<file path="src/rtl/bsa_pkg.sv">
// ----------------------------------------------------------------------------
// bsa_pkg
// Shared types and constants for the bitmap slot allocator: item layouts,
// request kinds, result status codes and the default pool size.
// ----------------------------------------------------------------------------
package bsa_pkg;

    // Default pool size and fixed field widths
    localparam int POOL_SLOTS_DEF = 32;
    localparam int ID_W           = 5;
    localparam int COUNT_W        = 6;

    // Reset value of the slot count register
    localparam logic [COUNT_W-1:0] SLOT_COUNT_RST = 6'd32;

    // Request kinds
    typedef enum logic {
        KIND_ACQUIRE = 1'b0,
        KIND_RELEASE = 1'b1
    } kind_t;

    // Result status codes
    typedef enum logic [1:0] {
        ST_OK      = 2'd0,
        ST_FULL    = 2'd1,
        ST_DOUBLE  = 2'd2,
        ST_INVALID = 2'd3
    } status_t;

    // One request item
    typedef struct packed {
        kind_t             kind;
        logic [ID_W-1:0]   slot_id;
    } in_item_t;

    // One result item
    typedef struct packed {
        logic [ID_W-1:0]    granted_id;
        status_t            status;
        logic [COUNT_W-1:0] in_use;
    } out_item_t;

endpackage

</file>
<file path="src/rtl/bsa_eval.sv">
// ----------------------------------------------------------------------------
// bsa_eval
// Combinational evaluation of one request against the free bitmap: pick the
// lowest free slot below the limit on acquire, check and free on release,
// and produce the next bitmap, next held count and the result item.
// ----------------------------------------------------------------------------
module bsa_eval #(
    parameter int POOL_SLOTS = bsa_pkg::POOL_SLOTS_DEF
) (
    input  bsa_pkg::in_item_t                req,
    input  logic [POOL_SLOTS-1:0]            free_map,
    input  logic [bsa_pkg::COUNT_W-1:0]      held_count,
    input  logic [bsa_pkg::COUNT_W-1:0]      limit,
    output logic [POOL_SLOTS-1:0]            free_map_next,
    output logic [bsa_pkg::COUNT_W-1:0]      held_count_next,
    output bsa_pkg::out_item_t               result
);
    import bsa_pkg::*;

    logic [POOL_SLOTS-1:0] lim_mask;
    logic [POOL_SLOTS-1:0] avail;
    logic [POOL_SLOTS-1:0] grant_oh;
    logic [POOL_SLOTS-1:0] rel_oh;
    logic [ID_W-1:0]       grant_id;
    logic                  id_invalid;
    logic                  id_free;

    // Build the limit mask and the release one-hot per slot
    always_comb
    begin
        for (int i = 0; i < POOL_SLOTS; i++)
        begin
            lim_mask[i] = (COUNT_W'(i) < limit);
            rel_oh[i]   = ({1'b0, req.slot_id} == COUNT_W'(i));
        end
    end

    // Isolate the lowest free slot and encode its index
    assign avail    = free_map & lim_mask;
    assign grant_oh = avail & (~avail + POOL_SLOTS'(1));

    always_comb
    begin
        grant_id = '0;
        for (int i = 0; i < POOL_SLOTS; i++)
        begin
            if (grant_oh[i])
            begin
                grant_id = grant_id | ID_W'(i);
            end
        end
    end

    // Release checks
    assign id_invalid = ({1'b0, req.slot_id} >= limit);
    assign id_free    = |(free_map & rel_oh);

    // Apply the request
    always_comb
    begin
        free_map_next     = free_map;
        held_count_next   = held_count;
        result.granted_id = '0;
        result.status     = ST_OK;
        unique case (req.kind)
            KIND_ACQUIRE:
            begin
                if (avail == '0)
                begin
                    result.status = ST_FULL;
                end
                else
                begin
                    result.granted_id = grant_id;
                    free_map_next     = free_map & ~grant_oh;
                    held_count_next   = held_count + COUNT_W'(1);
                end
            end
            KIND_RELEASE:
            begin
                if (id_invalid)
                begin
                    result.status = ST_INVALID;
                end
                else if (id_free)
                begin
                    result.status = ST_DOUBLE;
                end
                else
                begin
                    free_map_next   = free_map | rel_oh;
                    held_count_next = held_count - COUNT_W'(1);
                end
            end
            default:
            begin
                result.status = ST_OK;
            end
        endcase
        result.in_use = held_count_next;
    end

endmodule

</file>
<file path="src/rtl/bitmap_slot_allocator_core.sv">
// Path: an accepted request waits in the request register, is evaluated there,
// and its result is written to the result register, from which it transfers out.
// Throughput: one request per cycle unless the result stalls; the read-modify-write
// of the free bitmap and held count between the request and result registers sets it.
// Reset: every slot free, held count zero, slot count 32, both stages empty.
// ----------------------------------------------------------------------------
// bitmap_slot_allocator_core
// Free-bitmap slot allocator: grants the lowest free slot below the slot count
// on acquire or reports full, frees a slot on release, flags double and invalid releases.
// ----------------------------------------------------------------------------
module bitmap_slot_allocator_core #(
    parameter int POOL_SLOTS = bsa_pkg::POOL_SLOTS_DEF
) (
    input  logic                           clk,
    input  logic                           rst_n,
    // request channel
    input  logic                           in_valid,
    output logic                           in_stall,
    input  bsa_pkg::in_item_t              in_data,
    // result channel
    output logic                           out_valid,
    input  logic                           out_stall,
    output bsa_pkg::out_item_t             out_data,
    // slot count write channel
    input  logic                           cfg_valid,
    output logic                           cfg_ready,
    input  logic [bsa_pkg::COUNT_W-1:0]    cfg_data
);
    import bsa_pkg::*;

    localparam logic [COUNT_W-1:0] MAX_LIM = COUNT_W'(POOL_SLOTS);

    logic                  req_valid_reg;
    in_item_t              req_reg;
    logic                  res_valid_reg;
    out_item_t             res_reg;
    logic [POOL_SLOTS-1:0] free_map_reg;
    logic [POOL_SLOTS-1:0] free_map_next;
    logic [COUNT_W-1:0]    held_count_reg;
    logic [COUNT_W-1:0]    held_count_next;
    logic [COUNT_W-1:0]    slot_count_reg;
    logic [COUNT_W-1:0]    limit;
    out_item_t             eval_res;
    logic                  res_open;
    logic                  advance;

    // Cap the configured count at the pool size
    assign limit = (slot_count_reg > MAX_LIM) ? MAX_LIM : slot_count_reg;

    // Handshake: the result slot opens when empty or being taken
    assign res_open  = !res_valid_reg || !out_stall;
    assign advance   = req_valid_reg && res_open;
    assign in_stall  = req_valid_reg && !res_open;
    assign out_valid = res_valid_reg;
    assign out_data  = res_reg;
    assign cfg_ready = 1'b1;

    bsa_eval #(
        .POOL_SLOTS (POOL_SLOTS)
    ) u_eval (
        .req             (req_reg),
        .free_map        (free_map_reg),
        .held_count      (held_count_reg),
        .limit           (limit),
        .free_map_next   (free_map_next),
        .held_count_next (held_count_next),
        .result          (eval_res)
    );

    // Hold the request stage; load on every transfer in
    always_ff @(posedge clk or negedge rst_n)
    begin
        if (!rst_n)
        begin
            req_valid_reg <= 1'b0;
        end
        else if (!in_stall)
        begin
            req_valid_reg <= in_valid;
        end
    end

    always_ff @(posedge clk)
    begin
        if (in_valid && !in_stall)
        begin
            req_reg <= in_data;
        end
    end

    // Advance into the result stage and commit pool state
    always_ff @(posedge clk or negedge rst_n)
    begin
        if (!rst_n)
        begin
            res_valid_reg  <= 1'b0;
            free_map_reg   <= '1;
            held_count_reg <= '0;
        end
        else
        begin
            if (res_open)
            begin
                res_valid_reg <= req_valid_reg;
            end
            if (advance)
            begin
                free_map_reg   <= free_map_next;
                held_count_reg <= held_count_next;
            end
        end
    end

    always_ff @(posedge clk)
    begin
        if (advance)
        begin
            res_reg <= eval_res;
        end
    end

    // Slot count register
    always_ff @(posedge clk or negedge rst_n)
    begin
        if (!rst_n)
        begin
            slot_count_reg <= SLOT_COUNT_RST;
        end
        else if (cfg_valid && cfg_ready)
        begin
            slot_count_reg <= cfg_data;
        end
    end

`ifndef ASSERT_OFF
    // Held count tracks the number of held slots in the bitmap
    a_count_matches_map: assert property (@(posedge clk) disable iff (!rst_n)
        held_count_reg == COUNT_W'(POOL_SLOTS - $countones(free_map_reg)))
        else $error("held count disagrees with free bitmap");

    // A committed result reports the updated held count
    a_in_use_matches: assert property (@(posedge clk) disable iff (!rst_n)
        advance |=> res_reg.in_use == held_count_reg)
        else $error("result in_use differs from held count");

    // A granted acquire clears exactly one free bit
    a_grant_one_bit: assert property (@(posedge clk) disable iff (!rst_n)
        advance && req_reg.kind == KIND_ACQUIRE && eval_res.status == ST_OK
        |=> $countones(free_map_reg) + 1 == $past($countones(free_map_reg)))
        else $error("acquire did not take exactly one slot");

    // Only a successful acquire carries a nonzero slot id
    a_grant_zero: assert property (@(posedge clk) disable iff (!rst_n)
        res_valid_reg && res_reg.status != ST_OK |-> res_reg.granted_id == '0)
        else $error("failed request reports a granted slot");

    // Only an occupied request stage can stall the input
    a_stall_cause: assert property (@(posedge clk) disable iff (!rst_n)
        in_stall |-> req_valid_reg && res_valid_reg && out_stall)
        else $error("input stalled without a blocked result");
`endif

endmodule

</file>
<file path="config.mk">
export PLATFORM = sky130hd
export DESIGN_NAME = bitmap_slot_allocator_core
export DESIGN_NICKNAME = d
export VERILOG_FILES = /design/src/rtl/bsa_pkg.sv /design/src/rtl/bsa_eval.sv /design/src/rtl/bitmap_slot_allocator_core.sv
export SDC_FILE = /design/constraint.sdc
export NUM_CORES = 1
export LEC_CHECK = 0
export BUFFER_PORTS_ARGS = -buffer_cell sky130_fd_sc_hd__buf_2
export CAP_MARGIN = 30
export CORE_MARGIN = 2
export CORE_UTILIZATION = 45
export CTS_CLUSTER_SIZE = 14
export DETAILED_ROUTE_END_ITERATION = 7
export PLACE_DENSITY_LB_ADDON = 0.15
export SKIP_CTS_REPAIR_TIMING = 1
export SLEW_MARGIN = 20
export SYNTH_ARGS = -nofsm -noshare
export SYNTH_HDL_FRONTEND = slang
export SYNTH_SLANG_ARGS = --single-unit
</file>
<file path="constraint.sdc">
create_clock -name clk -period 5.9 [get_ports clk]
set_clock_uncertainty 0.15 [all_clocks]
set_input_delay 0.295 -clock clk [delete_from_list [all_inputs] [get_ports clk]]
set_output_delay 0.295 -clock clk [all_outputs]
set_load 0.03 [all_outputs]
</file>
## Word-level counts from Yosys, hierarchy flattened

Index checks and enable logic that the tools add are counted.

| word-level totals | value |
|---|---|
| flip-flop bits (word level) | 65 |
| input bits | 17 |
| output and inout port bits | 16 |
| word-level logic and storage cells | 159 |

| cells by class | value |
|---|---|
| add/subtract/negate cells | 3 |
| order comparisons | 34 |
| equal/unequal tests | 34 |
| multiplexer cells | 58 |
| bitwise gates (word level) | 8 |
| reductions and logical operators | 12 |

Operators with widths:

| cell | count |
|---|---|
| 32-bit two-way mux | 7 |
| 32-bit bitwise AND | 4 |
| 5-bit by 6-bit < comparator with 1-bit output (first input constant) | 16 |
| 5-bit two-way mux | 18 |
| 5-bit equality test (second input constant) | 16 |
| 32-bit NOT | 2 |
| 32-bit one-hot mux with 2 select lines | 1 |
| 4-bit by 6-bit < comparator with 1-bit output (first input constant) | 8 |
| 6-bit two-way mux | 8 |
| 5-bit by 4-bit equality test with 1-bit output (second input constant) | 8 |
| 32-bit by 1-bit adder with 32-bit output (second input constant) | 1 |
| 32-bit zero test | 1 |
| 4-bit two-way mux | 8 |
| 32-bit OR | 1 |
| 32-bit OR reduction | 1 |
| 3-bit by 6-bit < comparator with 1-bit output (first input constant) | 4 |
| 5-bit by 3-bit equality test with 1-bit output (second input constant) | 4 |
| 2-bit two-way mux | 8 |
| 1-bit by 6-bit < comparator with 1-bit output (first input constant) | 2 |
| 2-bit by 6-bit < comparator with 1-bit output (first input constant) | 2 |
| 3-bit two-way mux | 4 |
| 6-bit one-hot mux with 2 select lines | 1 |
| 5-bit by 2-bit equality test with 1-bit output (second input constant) | 2 |
| 6-bit by 1-bit adder with 6-bit output (second input constant) | 1 |
| other kinds (14) | 21 |

## Logic depth before layout (Yosys ltp)

| logic depth | value |
|---|---|
| word-level depth | 40 |
| depth in mapped cells | 13 |
| gate-level depth less buffers | 10 |

## Cells and area by module

A second synthesis with hierarchy kept.

| unflattened totals | value |
|---|---|
| cell total of the unflattened synthesis | 544 |
| area, all modules | 5,022.3 um^2 |

By module, submodules not included:

| module | instances | cells an instance | area an instance (um^2) | seq. area each (um^2) |
|---|---|---|---|---|
| bsa_eval | 1 | 416 | 2,593.7 | 0.0 |
| bitmap_slot_allocator_core | 1 | 128 | 2,428.6 | 1,762.9 |

## Worst setup path after synthesis

No wires, ideal clock.

| timing | value |
|---|---|
| path type | register to register |
| from | reg slot_count_reg[5] |
| to | reg free_map_reg[28] |
| library setup time | 0.073 ns |
| data arrival time | 2.900 ns |
| required time | 5.677 ns |
| slack | 2.777 ns |
| stages on the path, launching flop included | 13 |
| path buffers | 3 |
| clock period less this slack | 3.123 ns |
| path through | dfstp_2 -> buf_2 -> clkbuf_1 -> inv_1 -> nand2_1 -> ha_1 -> a21o_1 -> a31oi_1 -> o221ai_1 -> nor4_2 -> buf_2 -> a31oi_1 -> a21oi_1 |

| between the ends | value |
|---|---|
| word-level cells in the longest chain between the ends | 12 |
| elaborated cells between the ends (all ways) | 48 |
| those cells by class | add/sub: 1; order compare: 34; eq/ne: 2; mux: 4; bitwise: 5; reduce/logical: 2 |

Ends and longest elaborated chain:

| element | line | source |
|---|---|---|
| start: declaration | bitmap_slot_allocator_core.sv:41 | `logic [COUNT_W-1:0] slot_count_reg;` |
| start signal: assignment | bitmap_slot_allocator_core.sv:131 | `slot_count_reg <= cfg_data;` |
| 6-bit greater-than comparator | bitmap_slot_allocator_core.sv:48 | `assign limit = (slot_count_reg > MAX_LIM) ? MAX_LIM : slot_count_reg;` |
| 6-bit two-way mux * | bitmap_slot_allocator_core.sv:48 |  |
| 1-bit by 6-bit < comparator with 1-bit output (tied with other cells) | bsa_eval.sv:33 | `lim_mask[i] = (COUNT_W'(i) < limit);` |
| 32-bit bitwise AND | bsa_eval.sv:39 | `assign avail = free_map & lim_mask;` |
| 32-bit NOT | bsa_eval.sv:40 | `assign grant_oh = avail & (~avail + POOL_SLOTS'(1));` |
| 32-bit by 1-bit adder with 32-bit output | bsa_eval.sv:40 |  |
| 32-bit bitwise AND | bsa_eval.sv:40 |  |
| 32-bit NOT | bsa_eval.sv:75 | `free_map_next = free_map & ~grant_oh;` |
| 32-bit bitwise AND | bsa_eval.sv:75 |  |
| 32-bit two-way mux | bsa_eval.sv:68 | `if (avail == '0)` |
| 32-bit two-way mux | bsa_eval.sv:65 | `unique case (req.kind)` |
| 32-bit one-hot mux with 2 select lines | bsa_eval.sv:65 |  |
| end signal: assignment | bitmap_slot_allocator_core.sv:108 | `free_map_reg <= free_map_next;` |
| end: declaration | bitmap_slot_allocator_core.sv:37 | `logic [POOL_SLOTS-1:0] free_map_reg;` |

Mark *: on every way between the ends. The rest lies on a longest branch, timed or not. The select of a mux whose other input is x is not followed.
A chain may end at the register's enable or synchronous reset.

## Worst setup path in the final report

| timing | value |
|---|---|
| from | reg slot_count_reg[3] |
| to | reg free_map_reg[4] |

| between the ends | value |
|---|---|
| word-level cells in the longest chain between the ends | 12 |
| elaborated cells between the ends (all ways) | 48 |
| those cells by class | add/sub: 1; order compare: 34; eq/ne: 2; mux: 4; bitwise: 5; reduce/logical: 2 |

Ends and longest elaborated chain:

| element | line |
|---|---|
| 6-bit greater-than comparator | bitmap_slot_allocator_core.sv:48 |
| 6-bit two-way mux * | bitmap_slot_allocator_core.sv:48 |
| 1-bit by 6-bit < comparator with 1-bit output (tied with other cells) | bsa_eval.sv:33 |
| 32-bit bitwise AND | bsa_eval.sv:39 |
| 32-bit NOT | bsa_eval.sv:40 |
| 32-bit by 1-bit adder with 32-bit output | bsa_eval.sv:40 |
| 32-bit bitwise AND | bsa_eval.sv:40 |
| 32-bit NOT | bsa_eval.sv:75 |
| 32-bit bitwise AND | bsa_eval.sv:75 |
| 32-bit two-way mux | bsa_eval.sv:68 |
| 32-bit two-way mux | bsa_eval.sv:65 |
| 32-bit one-hot mux with 2 select lines | bsa_eval.sv:65 |

Marked as above.

==> qor.csv <==
metric,value,unit
status,"finished, violations left",
failing checks,hold timing,
final hold slack,-0.01631,ns
Main synth FF type,dfstp_2,
Yosys warning count,0,
CTS tree,done,
min-delay src,cfg_data[5],
worst-path maximum fanout,24,
final setup violating endpoints,0,
Slew @ Worst Pin,0.9683,ns
Port Buf Inserts,31,
Net Sw Frac,44.50,%
xor/xnor share of the synthesized area,1.879,%
endpoint type of the worst setup path,flip-flop,
r2r setup slk,2.15,ns
H-tree depth,3,
Total Routed Length,15240,um
main combinational cell family by area after synthesis,simple AND/OR/NAND/NOR gates,
Post-synth EDFFs,19,
clock buffer depth,2,
RePlAce Congestion,1.019,
Worst Hold Class,primary input to flip-flop,
antenna violations before repair,0,
Max rail drop VDD,0.2074,mV
Synth Instances,524,
placed standard-cell area,4835,um2
largest net degree at the start of global routing,47,
post-route ant nets,0,
post-synthesis mux area share,2.174,%
"FFs w/ async S/R, synth",70.77,%
TritonCTS Buffers,9,
Core Box Area,10180,um2
biggest area consumer among synthesized cells,dfstp_2,
DR DRC count,0,
clk sink count,65,
slew margin rel.,35.21,%
"Clk Latency, worst-skew pair",0.37,ns
final setup TNS,0,ns
Clock Pin Slew Worst Setup and Hold Paths,0.08,ns
reg-to-reg critical path startpoint,slot_count_reg[3]$_DFFE_PN0P_,
Power Total,1.959,mW
sequential share of the synthesized area,37.82,%
1st-iter DRT viols,659,
Mapped Nets,547,
Area growth syn-to-layout,9.850,%
DR pass1 iterations,7,
PD cells,382.6,nW/um2
register area,1763,um2
design area,5121,um2
f_max,266.8,MHz
Adder-Cell Fraction of Synth Area,1.610,%
vias in the first global route,4262,
max reg flops,32,
Total Nets Final,562,
layout cell share with drive strength beyond 1,19.85,%
Initial Util,45.77,%
Comb power frac,41.1,%
minimum clock period,3.748,ns
# IOs,33,
DR WL/cell,22.41,um
Mapped Area,4662,um2
Maximum Capacitance Violations,0,
site row count,37,
r2r worst-path depth,8,
"slowest stage delay, CP",0.67,ns
most area-consuming cells after synthesis,"dfstp_2 (19%), edfxtp_1 (12%), dfrtp_1 (7.0%)",
first-pass GRT wire length,24050,um
r2r endpoint,free_map_reg[4]$_DFFE_PN1P_,
CP max-delay cell,o31a_1,
Hold Fails Final Rpt,1,
Flop pwr share,38.6,%
CP cell instances,"or4_4, o21ai_1, and4_1, nand4_4, o31a_1, buf_6, o211ai_1, a32o_1",
Sw Pwr,872.0,uW
GRT overflow,0,
area occupied by multi-input gates,2690,um2
crit path kind,flip-flop to flip-flop,
Mapped Avg Cell Area,8.897,um2
hold path cells,3,
Min-Delay Endpoint,slot_count_reg[5]$_DFFE_PN1P_,
WP data arrival,3.91,ns
clock share of power,20.2,%
Unique masters post-synth,85,
LEAKAGE,1.867,nW
die height,105.8,um
DR vias,4622,
unrepaired setup endpoints after global routing,no,
die extent in x,105.8,um
Compound-Gate Fraction of Synth Area,24.34,%
Clock Tree Root,clkbuf_8,
Final Max Slew Viols,0,
final worst path period share,63.53,%
share of the synthesized area in the top cell type,18.60,%
CP Launch Type,flip-flop,
Int Power,1.087,mW
Total GRT Usage,28.02,%
ANT cells,0,
fill cell count,972,
simple-gate portion of the synthesized area,27.62,%
DIE AREA,11190,um2
DP HPWL,10790,um
#FFs+latches synth,65,
Worst Path Required,6.06,ns
via/cell ratio,6.797,
## layer usage
metal | vias to the layer above | GRT usage [%] | routed length [um]
met4 | 0 | 11.56 | 583
met3 | 56 | 5.504 | 1219
met5 | - | 0 | 0
met1 | 2201 | 38.65 | 6500
met2 | 292 | 43.09 | 6936
li1 | 2073 | - | -
## power groups by stage
| stage | combinational [mW] | clock [mW] | sequential (mW) |
|---|---|---|---|
| 2_1_floorplan | 0.589 | 0 | 0.731 |
| 3_3_place_gp | 0.775 | 0 | 0.756 |
| 3_5_place_dp | 0.779 | 0 | 0.757 |
| 4_1_cts | 0.782 | 0.398 | 0.749 |
| 5_1_grt | 0.867 | 0.421 | 0.768 |
| 6_report | 0.806 | 0.396 | 0.757 |
## critical path, delay by kind of cell (launching register included)
kind / cells / cell delay [ns]
flip-flops: 1 / 0.64
AND/OR/NAND/NOR: 3 / 1.46
AO/OA/AOI/OAI: 4 / 1.17
buffers and inverters: 1 / 0.26
## layout by cell type, fill, tap and decap left out, types with 10 or more instances in the layout
cell type	Yosys	routed
buf_2	11	31
edfxtp_1	19	19
nor4_1	14	14
dfrtp_1	13	13
a31oi_1	33	33
o21ai_0	18	18
dfstp_2	33	33
o21ai_1	11	11
a21oi_1	36	36
nand3b_1	10	10
nand3_1	25	25
nor3_1	22	22
nand2_1	40	40
nor2_1	29	29
## final cells by class
class / count / area share (%)
sequential: 65 / 34.42
timing repair buffer: 43 / 5.253
inverter: 9 / 0.6597
clock inverter: 6 / 1.319
multi-input combinational: 411 / 52.53
tap: 136 / 3.323
clock buffer: 10 / 2.492
## cell usage after synthesis (4+ instances only)
master    instances
or3_1             6
inv_1             8
nor4b_1           5
and2_1            7
nor2b_1           9
o211ai_1          4
a21o_1            4
o21ai_1          11
edfxtp_1         19
nand3b_1         10
o31ai_1           4
ha_1              6
a21oi_1          36
nor4_1           14
clkbuf_1         22
mux2_2            7
nand2_1          40
nand4_1           8
dfrtp_1          13
buf_2            11
and3_1            7
a31oi_1          33
nand2b_1          4
nand3_1          25
dfstp_2          33
nor2_1           29
o21ai_0          18
o21bai_1          5
nor3_1           22
xnor2_1           8
## cell families (layout without fill, tap and decap cells)
family	after synthesis	after routing
AND/OR/NAND/NOR	220	220
AO/OA/AOI/OAI	166	166
flip-flops	65	65
buffers and inverters	48	68
XOR/XNOR	10	10
multiplexers	8	8
adder cells (fa/ha/maj)	6	6
other	1	1
## metrics by stage
step | cells | hold slack, ns | setup slack [ns] | utilization [%]
2_1_floorplan | 524 | -0.1506 | 2.777 | -
3_3_place_gp | 655 | 0.2853 | 2.215 | 47.47
3_5_place_dp | 655 | 0.2952 | 2.120 | 47.47
4_1_cts | 671 | -0.09249 | 2.115 | 49.39
5_1_grt | 680 | 0.006235 | 1.938 | 50.28
6_report | 680 | -0.01631 | 2.152 | 50.28
## worst max-delay path by stage
| stage | start | endpoint | cells past startpoint |
|---|---|---|---|
| floorplan | slot_count_reg[5]$_DFFE_PN1P_ | free_map_reg[28]$_DFFE_PN1P_ | 12 |
| global placement | slot_count_reg[5]$_DFFE_PN1P_ | free_map_reg[4]$_DFFE_PN1P_ | 7 |
| detailed placement | slot_count_reg[3]$_DFFE_PN0P_ | held_count_reg[1]$_DFFE_PN0P_ | 7 |
| CTS | slot_count_reg[3]$_DFFE_PN0P_ | held_count_reg[0]$_DFFE_PN0P_ | 7 |
| global route | slot_count_reg[2]$_DFFE_PN0P_ | out_data[12]$_SDFFCE_PP0P_ | 7 |
| finish | slot_count_reg[3]$_DFFE_PN0P_ | free_map_reg[4]$_DFFE_PN1P_ | 8 |
(Power assumes the default switching activity.)
